### src/hdl/gpr_pkg.sv
// ----------------------------------------------------------------------------
// gpr_pkg
// Types and constants shared by the glyph pixel rasterizer modules.
// ----------------------------------------------------------------------------
package gpr_pkg;

  localparam int POS_W    = 12;
  localparam int WIDTH_W  = 13;
  localparam int OFFS_W   = 24;
  localparam int COLOUR_W = 32;
  localparam int BYTE_W   = 8;
  localparam int APB_AW   = 3;
  localparam int APB_DW   = 32;

  localparam logic [WIDTH_W-1:0] ROW_PITCH_RESET = 13'd1920;
  localparam logic [6:0]         CODE_MASK       = 7'h7F;
  localparam logic [6:0]         CODE_SPACE      = 7'h20;

  // register index, taken from paddr[2]
  localparam logic REG_ROW_PITCH = 1'b0;

  localparam logic CMD_LOAD = 1'b0;
  localparam logic CMD_DRAW = 1'b1;

  typedef struct packed {
    logic                cmd;
    logic [7:0]          char_code;
    logic [6:0]          glyph_index;
    logic [2:0]          glyph_column;
    logic [BYTE_W-1:0]   font_byte;
    logic [POS_W-1:0]    pos_x;
    logic [POS_W-1:0]    pos_y;
    logic [COLOUR_W-1:0] colour;
  } req_t;

  typedef struct packed {
    logic [OFFS_W-1:0]   pixel_offset;
    logic [COLOUR_W-1:0] pixel_value;
    logic                write_enable;
    logic                last;
  } pix_t;

  typedef enum logic [1:0] {
    ST_IDLE,
    ST_MUL,
    ST_BASE,
    ST_RUN
  } seq_state_t;

  typedef enum logic [2:0] {
    OP_HOLD,
    OP_MUL,
    OP_BASE,
    OP_ROW,
    OP_COL
  } offs_op_t;

  typedef struct packed {
    offs_op_t op;
  } offs_ctrl_t;

endpackage

### src/hdl/gpr_offset_unit.sv
// ----------------------------------------------------------------------------
// gpr_offset_unit
// Framebuffer offset generator built around one shared 24-bit adder.
// ----------------------------------------------------------------------------
module gpr_offset_unit (
  input  logic                        clk,
  input  gpr_pkg::offs_ctrl_t         ctrl,
  input  logic [gpr_pkg::POS_W-1:0]   pos_x,
  input  logic [gpr_pkg::POS_W-1:0]   pos_y,
  input  logic [gpr_pkg::WIDTH_W-1:0] row_pitch,
  output logic [gpr_pkg::OFFS_W-1:0]  offset
);
  import gpr_pkg::*;

  logic [OFFS_W-1:0] prod;
  logic [OFFS_W-1:0] col_base;
  logic [OFFS_W-1:0] add_a;
  logic [OFFS_W-1:0] add_b;
  logic [OFFS_W-1:0] add_sum;

  // operand select: base = y*w + x, row step adds width, column step
  // restarts from the column base plus one
  always_comb begin
    case (ctrl.op)
      OP_BASE: begin
        add_a = prod;
        add_b = OFFS_W'(pos_x);
      end
      OP_ROW: begin
        add_a = offset;
        add_b = OFFS_W'(row_pitch);
      end
      OP_COL: begin
        add_a = col_base;
        add_b = OFFS_W'(1);
      end
      default: begin
        add_a = offset;
        add_b = '0;
      end
    endcase
  end

  assign add_sum = add_a + add_b;

  always_ff @(posedge clk) begin
    case (ctrl.op)
      OP_MUL: begin
        prod <= OFFS_W'(pos_y * row_pitch);
      end
      OP_BASE, OP_COL: begin
        offset   <= add_sum;
        col_base <= add_sum;
      end
      OP_ROW: begin
        offset <= add_sum;
      end
      default: begin
      end
    endcase
  end

endmodule

### config.mk
export PLATFORM = sky130hd
export DESIGN_NAME = gpr_offset_unit
export DESIGN_NICKNAME = d
export VERILOG_FILES = /design/src/hdl/gpr_pkg.sv /design/src/hdl/gpr_offset_unit.sv
export SDC_FILE = /design/constraint.sdc
export NUM_CORES = 1
export LEC_CHECK = 0
export BUFFER_PORTS_ARGS = -buffer_cell sky130_fd_sc_hd__buf_2
export CORE_MARGIN = 2
export CORE_UTILIZATION = 25
export CTS_CLUSTER_SIZE = 25
export DETAILED_ROUTE_END_ITERATION = 10
export SLEW_MARGIN = 40
export SYNTH_ARGS = -nofsm -noshare
export SYNTH_HDL_FRONTEND = slang
export SYNTH_SLANG_ARGS = --single-unit
### constraint.sdc
create_clock -name clk -period 6 [get_ports clk]
set_input_delay 1.2 -clock clk [delete_from_list [all_inputs] [get_ports clk]]
set_output_delay 1.2 -clock clk [all_outputs]
set_load 0.02 [all_outputs]
After elaboration in Yosys (flattened, before gate mapping)
Index checks and enable logic that the tools add are counted.
- bits of input ports: 41
- logic and storage cells: 13
- bits in registers: 72
- output and inout bits: 24
- multipliers: 1
- muxes and demuxes: 2
- add/subtract/negate cells: 1
- reductions and logical operators: 2
- equal/unequal tests: 4
- operators with widths (kind ; count):
    $pmux W24 S2 ; 1
    $pmux W13 S3 ; 1
    $add A24 B24 Y24 ; 1
    $mul A12 B13 Y24 ; 1
    $eq A3 B2 Y1 const B ; 2
    $eq A3 B1 Y1 const B ; 1
    $eq A3 B3 Y1 const B ; 1
    $reduce_or A3 Y1 ; 1
    $reduce_or A2 Y1 ; 1

Depth between registers and ports, before layout
- word-level depth: 3
- gate-level depth with buffers: 20

Worst setup path before layout
Ideal clock, no wire load.
- path kind: input to register
- from: input port pos_y[3] (netlist bit)
- to: register prod[22] (data pin)
- path slack: -189 ps
- data required time: 5731 ps
- cell stages on the path: 20
- buffers on the path: 1
- arrival time: 5921 ps
- cell sequence: clkbuf_1 nand2_1 fa_1 inv_1 fa_1 inv_1 fa_1 inv_1 fa_1 inv_1 fa_1 inv_1 ha_1 a21o_1 a211oi_1 o21ai_1 or3_1 o21ai_1 o31ai_1 xor2_1
- longest elaborated chain between the ends: 1
- ends and longest elaborated chain (item ; line ; text):
    start: declaration ; gpr_offset_unit.sv:9 ; input logic [gpr_pkg::POS_W-1:0] pos_y,
    $mul A12 B13 Y24 ; gpr_offset_unit.sv:49 ; prod <= OFFS_W'(pos_y * row_pitch);
    end signal: assignment ; gpr_offset_unit.sv:49 ;
    end: declaration ; gpr_offset_unit.sv:15 ; logic [OFFS_W-1:0] prod;
Every way passes these cells.
A chain may end at the register's enable or synchronous reset.

Worst setup path in the final report
- from: input port row_pitch[7] (netlist bit)
- to: register prod[23] (data pin)
- longest elaborated chain between the ends: 1
- ends and longest elaborated chain (item ; line ; text):
    start: declaration ; gpr_offset_unit.sv:10 ; input logic [gpr_pkg::WIDTH_W-1:0] row_pitch,
    $mul A12 B13 Y24 ; gpr_offset_unit.sv:49 ;
Every way passes these cells.

==> results.md <==
* largest net degree at the start of global routing: 41
* detailed-route via count: 6,802
* total setup violations reported at the end of the flow: 0
* remaining antenna violation count after routing: 0
* EDFF count, synth: 72
* number of global-route vias before repair: 6,829
* CTS root buffer: sky130_fd_sc_hd__clkbuf_16
* endpoints failing hold: 0
* cells after synthesis: 929
* TritonCTS clock tree: built
* fraction of the cycle the final worst path needs: 97.1%
* met2 Resource Use GR: 19.8%
* met1 layer usage reported by global route: 18.5%
* total standard cell area after synthesis: 8770 µm²
* number of fill cells: 3,695
* maximum fanout encountered on the critical timing path: 4
* proportion of register bits with asynchronous set or reset after synthesis: 0%
* core area: 34,500 µm²
* height of the die: 191 µm
* share of layout cells above drive strength 1: 16.6%
* Remaining DRCs: 0
* Worst IR Drop VDD: 0.000300 V
* transition time at the pin with the least slew margin: 689 ps
* post-route minimum period: 5830 ps
* hold slack final: 722 ps
* first-pass GRT wire length: 36,000 µm
* pins over their slew limit: 0
* Max Cap Violations: 0
* number of DRC markers after the initial detailed-route iteration: 411
* Top-Level Pins: 65
* CTS max path bufs: 2
* P&R area growth vs syn: 19.0%
* clock insertion delay at the later pin of the skew report: 330 ps
* standard-cell rows: 68
* number of H-tree branching levels: 3
* fmax: 0.172 GHz
* routing usage on met3: 1.58%
* main area contributors after synthesis: sky130_fd_sc_hd__fa_1 (25%), sky130_fd_sc_hd__edfxtp_1 (25%), sky130_fd_sc_hd__ha_1 (10%), sky130_fd_sc_hd__inv_1 (6.9%), sky130_fd_sc_hd__nand2_1 (6.3%)
* Routed Wire Length: 22,900 µm
* sequential-to-total area share from yosys stat: 24.7%
* drt via density: 4.53
* grt total ovfl: 0
* number of CTS-inserted buffers: 9
* number of clock sinks seen by CTS: 72
* net count of the mapped netlist: 1,153
* endpoint arrival time on the critical path: 5910 ps
* number of library cell types mapped by synthesis: 58
* horizontal die dimension: 191 µm
* minimum setup slack after placement: -260 ps
* required time reported for the critical path endpoint: 6080 ps
* aggregate global-route resource usage: 12.7%
* leading cell type in the layout, fill and taps excluded: sky130_fd_sc_hd__inv_1
* power per standard cell area: 434 nW/µm²
* Most Used Layer, Global Route: met2
* area share of the leading cell type in the synthesized netlist: 25.1%
* first-pass iteration count of the detailed router: 4
* commonest cells after routing, fill and taps aside: sky130_fd_sc_hd__inv_1 (161), sky130_fd_sc_hd__nand2_1 (147), sky130_fd_sc_hd__fa_1 (109), sky130_fd_sc_hd__buf_4 (76), sky130_fd_sc_hd__ha_1 (73)
* Initial Utilization: 25.4%
* total number of yosys warnings: 0
* top cell type by total area after synthesis: sky130_fd_sc_hd__fa_1
* Slew headroom: 54.0%
* Die Area: 36,600 µm²
* kind of path behind the tightest hold check: flip-flop to flip-flop
* worst setup path class: primary input to flip-flop
* Avg WL per Cell: 15.2 µm
* clock-pin slew reported for the worst setup and hold paths after clock tree synthesis: 60 ps
* number of storage elements in the synthesis netlist: 72
* final weighted congestion of routability-driven global placement: 0.820
* Avg Synthesized Cell Area: 9.44 µm²
* Static Leakage: 4.90 nW
* hold bufs inserted after CTS: 0
* Setup Skew: 8.70 ps
* most used flip-flop cell after synthesis: sky130_fd_sc_hd__edfxtp_1
* initial antenna violation count: 1
* crit path capture type: flip-flop
* unrepaired setup endpoints after global routing: yes
* result of the run: completed
* count of buffers from port buffering: 64
* worst path setup slack after routing: 173 ps
* final net count: 1,268
* startpoint type of the worst setup path: primary input
* Final HPWL DP: 19,100 µm
[cell type report]
cell class | count | area (µm²) | share of cell area, %
Multi-Input combinational cell | 655 | 5850 | 56.0
Sequential cell | 72 | 2160 | 20.7
Timing Repair Buffer | 144 | 970 | 9.29
Inverter | 162 | 608 | 5.83
Tap cell | 455 | 569 | 5.45
Clock buffer | 10 | 229 | 2.19
Clock inverter | 4 | 47.5 | 0.456
Antenna cell | 1 | 2.50 | 0.0240
[registers in the layout, indices dropped and copies added (netlist names)]
register  flops
offset       24
col_base     24
prod         24
[through the flow]
step	cell area (µm²)	utilization (%)	instances	total power [mW]	setup TNS (ps)
global placement	10100	29.3	1486	3.97	-648
detailed placement	10100	29.3	1486	4.00	-996
global route	10400	30.2	1502	4.97	-3.50
finish	10400	30.2	1503	4.53	0
floorplan	8790	-	929	2.96	-0.302
CTS	10400	30.1	1500	4.52	0
[per-layer routing]
layer / up-vias / part of all wire, %
met4: 0 / 0.99
li1: 3247 / -
met1: 3360 / 50
met5: - / 0
met3: 15 / 6.0
met2: 180 / 43
[power by group]
part           internal, mW  total (mW)  switching [mW]
logic                  1.48        3.17            1.69
registers             0.799       0.853          0.0534
clock network         0.315       0.506           0.190
total                  2.60        4.53            1.93
[path summary, 6_finish.rpt]
path                startpoint      endpoint  slack (ps)  cells after the start
setup / recovery  row_pitch[7]      prod[23]         170                     18
hold / removal       offset[0]   col_base[0]         720                      3
setup reg to reg       prod[0]  col_base[18]        3110                     11
hold reg to reg      offset[0]   col_base[0]         720                      3
[synth_stat cells (2+ instances only)]
cell type,n
sky130_fd_sc_hd__edfxtp_1,72
sky130_fd_sc_hd__nand2_1,147
sky130_fd_sc_hd__a22oi_1,13
sky130_fd_sc_hd__nor4_1,2
sky130_fd_sc_hd__nor4_2,2
sky130_fd_sc_hd__nand4_1,2
sky130_fd_sc_hd__fa_1,110
sky130_fd_sc_hd__nand2b_1,3
sky130_fd_sc_hd__clkbuf_1,32
sky130_fd_sc_hd__o21ai_1,5
sky130_fd_sc_hd__o21a_1,7
sky130_fd_sc_hd__a211oi_1,3
sky130_fd_sc_hd__nor2b_1,4
sky130_fd_sc_hd__o21ai_0,11
sky130_fd_sc_hd__ha_1,73
sky130_fd_sc_hd__or3_1,3
sky130_fd_sc_hd__a21oi_2,2
sky130_fd_sc_hd__nor3_1,9
sky130_fd_sc_hd__o31a_1,2
sky130_fd_sc_hd__buf_4,2
sky130_fd_sc_hd__a21oi_1,26
sky130_fd_sc_hd__nor2_1,53
sky130_fd_sc_hd__xnor2_1,25
sky130_fd_sc_hd__a221o_1,3
sky130_fd_sc_hd__inv_1,162
sky130_fd_sc_hd__o211ai_1,10
sky130_fd_sc_hd__a22o_1,13
sky130_fd_sc_hd__a21o_1,14
sky130_fd_sc_hd__xor2_1,14
sky130_fd_sc_hd__nand3_1,6
sky130_fd_sc_hd__o221a_2,2
sky130_fd_sc_hd__and3_1,2
sky130_fd_sc_hd__and2_1,55
sky130_fd_sc_hd__buf_2,4
sky130_fd_sc_hd__o41a_1,2
sky130_fd_sc_hd__o21bai_1,5
sky130_fd_sc_hd__o221ai_1,8
[critical path, stage by stage]
cell	delay [ps]
sky130_fd_sc_hd__clkbuf_4	170
sky130_fd_sc_hd__nand2_1	90
sky130_fd_sc_hd__fa_1	550
sky130_fd_sc_hd__fa_1	440
sky130_fd_sc_hd__fa_1	550
sky130_fd_sc_hd__inv_1	50
sky130_fd_sc_hd__fa_1	480
sky130_fd_sc_hd__inv_1	50
sky130_fd_sc_hd__fa_1	480
sky130_fd_sc_hd__inv_1	50
sky130_fd_sc_hd__ha_1	300
sky130_fd_sc_hd__a211o_1	280
sky130_fd_sc_hd__a221oi_2	220
sky130_fd_sc_hd__o221a_2	270
sky130_fd_sc_hd__o31ai_2	100
sky130_fd_sc_hd__a221o_1	370
sky130_fd_sc_hd__a21oi_2	150
sky130_fd_sc_hd__xnor2_1	90
[kinds of logic (layout without fill, tap and decap cells)]
kind of cell	count (synthesis)	count (layout)	synth area share [%]
xor gates and xnor gates	39	39	3.90
AOI/OAI and AO/OA	137	137	11.4
buffers and inverters	202	320	8.87
muxes	1	1	0.114
DFF	72	72	24.7
adders and majority gates	183	183	35.5
and+or+nand+nor	295	295	15.6
other	0	1	0
[what timing repair did]
item,4_1_cts,5_1_grt
gates resized for setup,0,5
buffers inserted,0,2
setup endpoints to repair,0,5
hold endpoints to repair,0,0
Power figures use the tool's default switching activity.
