--- src/hdl/gpr_pkg.sv ---
// ----------------------------------------------------------------------------
// gpr_pkg
// Types and constants shared by the glyph pixel rasterizer modules.
// ----------------------------------------------------------------------------
package gpr_pkg;

  localparam int POS_W    = 12;
  localparam int WIDTH_W  = 13;
  localparam int OFFS_W   = 24;
  localparam int COLOUR_W = 32;
  localparam int BYTE_W   = 8;
  localparam int APB_AW   = 3;
  localparam int APB_DW   = 32;

  localparam logic [WIDTH_W-1:0] ROW_PITCH_RESET = 13'd1920;
  localparam logic [6:0]         CODE_MASK       = 7'h7F;
  localparam logic [6:0]         CODE_SPACE      = 7'h20;

  // register index, taken from paddr[2]
  localparam logic REG_ROW_PITCH = 1'b0;

  localparam logic CMD_LOAD = 1'b0;
  localparam logic CMD_DRAW = 1'b1;

  typedef struct packed {
    logic                cmd;
    logic [7:0]          char_code;
    logic [6:0]          glyph_index;
    logic [2:0]          glyph_column;
    logic [BYTE_W-1:0]   font_byte;
    logic [POS_W-1:0]    pos_x;
    logic [POS_W-1:0]    pos_y;
    logic [COLOUR_W-1:0] colour;
  } req_t;

  typedef struct packed {
    logic [OFFS_W-1:0]   pixel_offset;
    logic [COLOUR_W-1:0] pixel_value;
    logic                write_enable;
    logic                last;
  } pix_t;

  typedef enum logic [1:0] {
    ST_IDLE,
    ST_MUL,
    ST_BASE,
    ST_RUN
  } seq_state_t;

  typedef enum logic [2:0] {
    OP_HOLD,
    OP_MUL,
    OP_BASE,
    OP_ROW,
    OP_COL
  } offs_op_t;

  typedef struct packed {
    offs_op_t op;
  } offs_ctrl_t;

endpackage

--- src/hdl/gpr_sequencer.sv ---
// ----------------------------------------------------------------------------
// gpr_sequencer
// Command decode, glyph store addressing and the row/column pixel walk.
// ----------------------------------------------------------------------------
module gpr_sequencer #(
  parameter int GLYPH_COLUMNS = 6,
  parameter int GLYPH_ROWS    = 8,
  parameter int GLYPH_COUNT   = 96,
  parameter int ADDR_W        = 10
) (
  input  logic                         clk,
  input  logic                         rst,
  input  logic                         start,
  input  gpr_pkg::req_t                req,
  output logic                         busy,
  output logic                         wr_en,
  output logic [ADDR_W-1:0]            wr_addr,
  output logic [gpr_pkg::BYTE_W-1:0]   wr_data,
  output logic [ADDR_W-1:0]            rd_addr_next,
  input  logic [gpr_pkg::BYTE_W-1:0]   rd_data,
  output gpr_pkg::offs_ctrl_t          ctrl,
  output logic [gpr_pkg::POS_W-1:0]    pos_x,
  output logic [gpr_pkg::POS_W-1:0]    pos_y,
  input  logic [gpr_pkg::OFFS_W-1:0]   offset,
  output gpr_pkg::pix_t                pix,
  output logic                         pix_valid
);
  import gpr_pkg::*;

  localparam int ROW_W = (GLYPH_ROWS > 1) ? $clog2(GLYPH_ROWS) : 1;
  localparam int COL_W = (GLYPH_COLUMNS > 1) ? $clog2(GLYPH_COLUMNS) : 1;

  seq_state_t          state;
  seq_state_t          state_next;
  logic [ROW_W-1:0]    row;
  logic [COL_W-1:0]    col;
  logic [ADDR_W-1:0]   rd_addr;
  logic [COLOUR_W-1:0] colour;
  logic                blank;

  logic                accept;
  logic                draw;
  logic                last_row;
  logic                last_col;
  logic [6:0]          code7;
  logic [7:0]          glyph;
  logic                glyph_blank;
  logic [BYTE_W-1:0]   col_bits;
  logic                pix_bit;

  assign accept   = start && (state == ST_IDLE);
  assign draw     = accept && (req.cmd == CMD_DRAW);
  assign busy     = (state != ST_IDLE);
  assign last_row = (row == ROW_W'(GLYPH_ROWS - 1));
  assign last_col = (col == COL_W'(GLYPH_COLUMNS - 1));

  // character code to glyph number
  assign code7       = req.char_code[6:0] & CODE_MASK;
  assign glyph       = (code7 < CODE_SPACE) ? 8'd0 : 8'(code7 - CODE_SPACE);
  assign glyph_blank = (32'(glyph) >= GLYPH_COUNT);

  // load path
  assign wr_en   = accept && (req.cmd == CMD_LOAD)
                   && (32'(req.glyph_index) < GLYPH_COUNT)
                   && (32'(req.glyph_column) < GLYPH_COLUMNS);
  assign wr_addr = ADDR_W'(32'(req.glyph_index) * GLYPH_COLUMNS + 32'(req.glyph_column));
  assign wr_data = req.font_byte;

  assign col_bits = blank ? '0 : rd_data;
  assign pix_bit  = col_bits[3'(row)];

  always_comb begin
    state_next   = state;
    rd_addr_next = rd_addr;
    ctrl.op      = OP_HOLD;
    case (state)
      ST_IDLE: begin
        if (draw) begin
          state_next   = ST_MUL;
          rd_addr_next = glyph_blank ? '0 : ADDR_W'(32'(glyph) * GLYPH_COLUMNS);
        end
      end
      ST_MUL: begin
        ctrl.op    = OP_MUL;
        state_next = ST_BASE;
      end
      ST_BASE: begin
        ctrl.op    = OP_BASE;
        state_next = ST_RUN;
      end
      ST_RUN: begin
        if (last_row) begin
          ctrl.op = OP_COL;
          if (last_col) begin
            state_next = ST_IDLE;
          end else if (!blank) begin
            rd_addr_next = rd_addr + ADDR_W'(1);
          end
        end else begin
          ctrl.op = OP_ROW;
        end
      end
      default: begin
        state_next = ST_IDLE;
      end
    endcase
  end

  always_ff @(posedge clk) begin
    if (rst) begin
      state     <= ST_IDLE;
      row       <= '0;
      col       <= '0;
      pix_valid <= 1'b0;
      rd_addr   <= '0;
    end else begin
      state     <= state_next;
      rd_addr   <= rd_addr_next;
      pix_valid <= (state == ST_RUN);
      if (state == ST_RUN) begin
        if (last_row) begin
          row <= '0;
          col <= last_col ? '0 : col + COL_W'(1);
        end else begin
          row <= row + ROW_W'(1);
        end
      end
    end
  end

  always_ff @(posedge clk) begin
    if (draw) begin
      pos_x  <= req.pos_x;
      pos_y  <= req.pos_y;
      colour <= req.colour;
      blank  <= glyph_blank;
    end
    pix.pixel_offset <= offset;
    pix.pixel_value  <= colour;
    pix.write_enable <= pix_bit;
    pix.last         <= last_row && last_col;
  end

  a_last_ends_char: assert property (@(posedge clk) disable iff (rst)
    pix_valid && pix.last |=> !pix_valid)
    else $error("pixel strobe continued after last pixel");

  a_strobe_from_run: assert property (@(posedge clk) disable iff (rst)
    pix_valid |-> $past(state) == ST_RUN)
    else $error("pixel strobe outside pixel walk");

  a_idle_counters: assert property (@(posedge clk) disable iff (rst)
    state == ST_IDLE |-> (row == '0) && (col == '0))
    else $error("walk counters not cleared at idle");

  a_draw_starts: assert property (@(posedge clk) disable iff (rst)
    draw |=> state == ST_MUL)
    else $error("draw request did not start the sequence");

endmodule

--- config.mk ---
export PLATFORM = sky130hd
export DESIGN_NAME = gpr_sequencer
export DESIGN_NICKNAME = d
export VERILOG_FILES = /design/src/hdl/gpr_pkg.sv /design/src/hdl/gpr_sequencer.sv
export SDC_FILE = /design/constraint.sdc
export NUM_CORES = 1
export LEC_CHECK = 0
export BUFFER_PORTS_ARGS = -buffer_cell sky130_fd_sc_hd__buf_2
export CAP_MARGIN = 20
export CORE_MARGIN = 3
export CORE_UTILIZATION = 52
export CTS_BUF_LIST = sky130_fd_sc_hd__clkbuf_4 sky130_fd_sc_hd__clkbuf_8
export DETAILED_ROUTE_END_ITERATION = 16
export GPL_ROUTABILITY_DRIVEN = 0
export PLACE_DENSITY = 0.87
export SYNTH_ARGS = -nofsm -noshare
export SYNTH_HDL_FRONTEND = slang
export SYNTH_SLANG_ARGS = --single-unit
--- constraint.sdc ---
create_clock -name clk -period 9.8 [get_ports clk]
set_clock_uncertainty 0.15 [all_clocks]
set_input_delay 1.96 -clock clk [delete_from_list [all_inputs] [get_ports clk]]
set_output_delay 1.96 -clock clk [all_outputs]
set_load 0.005 [all_outputs]
# Word level (Yosys, flattened, before mapping)
# Index checks and enable logic that the tools add are counted.
# totals
ff_bits,134
out_inout_bits,116
# classes
eq_ne,8
n_bitwise,1
order_cmp,5
n_mux,18
n_mul,2
add_sub_neg,5
reduce_logical,10
# ops
op,count
2-to-1 mux 10 bit,5
case mux 10 bit (2 select lines),1
2-to-1 mux 8 bit,2
adder 10 x 1 -> 10 bit (second input constant),1
adder 10 x 3 -> 10 bit,1
multiplier 7 x 2 -> 9 bit (second input constant),1
multiplier 8 x 2 -> 9 bit (second input constant),1
2-to-1 mux 3 bit,3
case mux 3 bit (3 select lines),1
>= comparator 8 x 7 -> 1 bit (second input constant),1
case mux 2 bit (4 select lines),1
subtractor 7 x 6 -> 8 bit (second input constant),1
< comparator 7 x 6 -> 1 bit (second input constant),1
< comparator 7 bit (second input constant),1
adder 3 x 1 -> 3 bit (second input constant),2
equality test 3 bit (second input constant),2
logical AND 1 bit,6
2-to-1 mux 2 bit,3
inequality test 2 bit (second input constant),3
equality test 2 bit (second input constant),2
< comparator 3 x 4 -> 1 bit (second input constant),1
binary-select mux 1 bit (select 3 bit),1
< comparator 3 bit (second input constant),1
AND reduction 3 bit,1
6 further kinds,6

# Logic depth before layout (Yosys ltp)
# logic_depth
ltp_word,6
mapped_depth,12
mapped_depth_nobuf,11

# Worst setup path before layout
# Ideal clock, no wire load.
# synth_timing
path_kind,input port to output port
startpoint,input port req[67] (netlist name)
endpoint,output port wr_addr[9]
n_path_buf,0
path_slack_ns,3.730
cell_stages,9
arrival_time_ns,3.960
cell_sequence,ha_1 inv_1 fa_1 nand2b_1 a2111o_1 o311ai_2 a41oi_1 a311o_1 a221o_1
# synth_via
elab_chain_len,2
# synth_lines
item,line_no,source
from (decl),gpr_sequencer.sv:14,"input gpr_pkg::req_t req,"
multiplier 7 x 2 -> 9 bit,gpr_sequencer.sv:66,assign wr_addr = ADDR_W'(32'(req.glyph_index) * GLYPH_COLUMNS + 32'(req.glyph_column));
adder 10 x 3 -> 10 bit,gpr_sequencer.sv:66,
to (decl),gpr_sequencer.sv:17,"output logic [ADDR_W-1:0] wr_addr,"
# No other way between the ends.

# Worst setup path after layout
# layout_timing
startpoint,input port req[68] (netlist name)
endpoint,output port wr_addr[9]
# The elaborated chain is that of the path after synthesis.

==> metrics.yaml <==
synth_flop_cell: "dfxtp_1"
wl_per_cell_um: 16.03
grt_pass1_vias: 3826
postRouteAntennaNets: 0
grt_usage: 0.2248
dp_hpwl_um: 9241
avgSynthCellArea_um2: 12.94
final_nets: 746
switchingPower_uw: 386.8
clock_sink_count: 134
worstHoldStart: "colour[4]$_DFFE_PP_"
combPwrFrac: 0.179
r2r-end: "rd_addr[4]$_SDFF_PP0_"
synthMuxAreaShare: 0.02143
ys_top_cells_by_area: "edfxtp_1 34%, dfxtp_1 31%, ha_1 5.7%, nor2_1 2.0%, xnor2_1 1.7%"
slew_violations: 0
die_x_um: 104.3
powerDensity_nw_per_um2: 206.8
path_class: "in -> out"
post-route-drc-count: 0
dieHeight_um: 104.3
reg2reg_depth: 8
fmax_mhz: 155.0
clockBufferDepth: 2
antenna_found_initial: 0
finalSetupViolations: 0
drive_gt1_frac: 0.4188
grt_max_degree: 46
die-area_um2: 10870
port_buffers: 214
clk_latency_ps: 410
initial_core_util: 0.5384
setup_ws_ps: 3348
r2r_setup_slack_ps: 7240
yosysTopAreaCellShare: 0.3408
grt_setup_unrepaired: "false"
synthesis.area_um2: 5022
p_clk_frac: 0.324
path_max_fanout: 6
finalCritPeriodShare: 0.6583
first_pass_iters: 4
ys_seq_area_frac: 0.6477
dpl_cell_area_um2: 6161
initialDrtViolationCount: 182
vias: 3732
async_flop_share: 0
fillers: 652
via_per_inst: 5.009
cts_hold_buf: 0
irDropWorstVdd_uv: 101.5
cts_resized: 0
num_rows: 35
finalHoldViolCount: 0
clk_pin_slew_ps: 80
area_growth_pct: 30.47
synthDistinctLibCells: 55
stdcell_area_um2: 6553
ys_ff_latch: 134
synth_top_family_by_area: "simple AND/OR/NAND/NOR gates"
synth-compound-area-share: 0.09193
wl_um: 11940
syn-instance-count: 388
clock-root-buffer: "clkbuf_8"
p_int_uw: 968.6
slew_headroom: 0.4855
r2r-start: "row[0]$_SDFFE_PP0P_"
cp-end-kind: "primary output"
hold_path_class: "reg -> reg"
yosys.area_share.simple: 0.1011
p_leak_nw: 2.974
status: "finished, final reports clean"
synth_xor_area_frac: 0.03637
pre_cts_slack_ps: 3360
swShare: 0.2854
grt_first_pass_wirelength_um: 19180
coreArea_um2: 9328
syn_nets: 531
cap_violations: 0
htreeDepth: 4
ys_warn_count: 0
cts-buffers-inserted: 17
finalSetupTns_ps: 0
grt.overflow.total: 0
num_antenna_cells: 0
critPathRequiredTime_ps: 7690
io_pins: 234
worst_slew_pin_slew_ps: 771.7
power.share.sequential: 0.497
post_cts_buffers: 0
critPathLaunchType: "primary input"
synth_top_area_cell: "edfxtp_1"
period_minus_slack_ps: 6452
arrival_ps: 4340
synth_edf_count: 57
tritoncts: "built"
hold_depth: 0
whs_endpoint: "pix[6]$_DFF_P_"
synthAdderAreaFrac: 0.06527
[power by group through the flow]
stage          clock, mW  combinational, mW  sequential [mW]
3_3_place_gp           0              0.232            0.682
3_5_place_dp           0              0.243            0.686
6_report           0.439              0.242            0.674
2_1_floorplan          0              0.130            0.687
4_1_cts            0.449              0.245            0.674
5_1_grt            0.475              0.271            0.680
[cell usage in the layout (no fill, tap or decap), types with 4 or more instances in the layout]
cell type / instances
mux2i_1: 4
ha_1: 23
inv_6: 6
dfxtp_1: 77
nand3_1: 7
and2_1: 5
o21ai_0: 13
a21o_1: 4
nand2_1: 23
nor2_1: 27
edfxtp_1: 57
a22oi_1: 4
a21oi_1: 12
xor2_1: 9
o21a_1: 5
inv_1: 17
buf_2: 214
nor3_1: 6
clkbuf_8: 17
nor2b_1: 11
clkinv_4: 4
xnor2_1: 10
nand3b_1: 4
[per-layer routing]
layer	part of all wire	GRT usage	vias up
met5	0	0	-
met4	0.014	0.06743	0
met1	0.37	0.2438	1754
li1	-	-	1806
met3	0.064	0.06518	16
met2	0.56	0.4202	156
[registers in the layout, summed over array words and instances (netlist names)]
signal     count
pos_y         12
blank          1
colour        32
pix           58
rd_addr       10
state          2
col            3
row            3
pos_x         12
pix_valid      1
[worst max-delay path: stages]
cell and delay [ps]:
buf_2 110, ha_1 170, inv_1 60, fa_1 410, nand2b_1 200, a21oi_1 180, xor2_1 360, a41oi_1 170
a311o_1 300, a221o_1 280, buf_2 120
[cells in the mapped netlist (4+ instances only)]
cell	instances
mux2i_1	4
xnor2_1	10
nand2_1	23
and2_1	5
buf_4	9
nand3_1	7
edfxtp_1	57
dfxtp_1	77
o21ai_0	13
inv_1	18
o21a_1	5
nand3b_1	4
xor2_1	9
a21o_1	4
nor3_1	6
clkbuf_1	8
nor2_1	27
ha_1	23
a21oi_1	12
a22oi_1	4
nor2b_1	11
[through the flow]
step             util  cells  total power [mW]  hold slack [ps]
5_1_grt        0.7025    745             1.426            194.5
3_3_place_gp   0.6584    712            0.9137            174.4
2_1_floorplan       -    388            0.8169            173.3
3_5_place_dp   0.6605    713            0.9295            178.3
6_report       0.7025    745             1.355            190.0
4_1_cts        0.7025    745             1.368            192.1
[cell families after synthesis]
group / after synthesis
flops: 134
simple gates: 100
compound gates: 64
buf+inv: 37
fa+ha+maj: 25
xor+xnor: 20
mux: 8
[final cells by class]
type	count	area, um^2	share of cell area
inverter	18	67.56	0.01031
tap	129	161.4	0.02463
multi-input combinational	217	1588	0.2423
sequential	134	3253	0.4965
clock buffer	17	234.0	0.03571
clock inverter	15	157.7	0.02406
timing repair buffer	215	1091	0.1665
[worst max-delay path by stage]
stage,start,endpoint,cells past startpoint
after floorplan,req[67],wr_addr[9],9
after global placement,req[68],wr_addr[9],11
after detailed placement,req[68],wr_addr[9],11
after CTS,req[68],wr_addr[9],11
after global routing,req[68],wr_addr[9],11
final,req[68],wr_addr[9],11
Note: power is estimated with default switching activity, not from simulation.
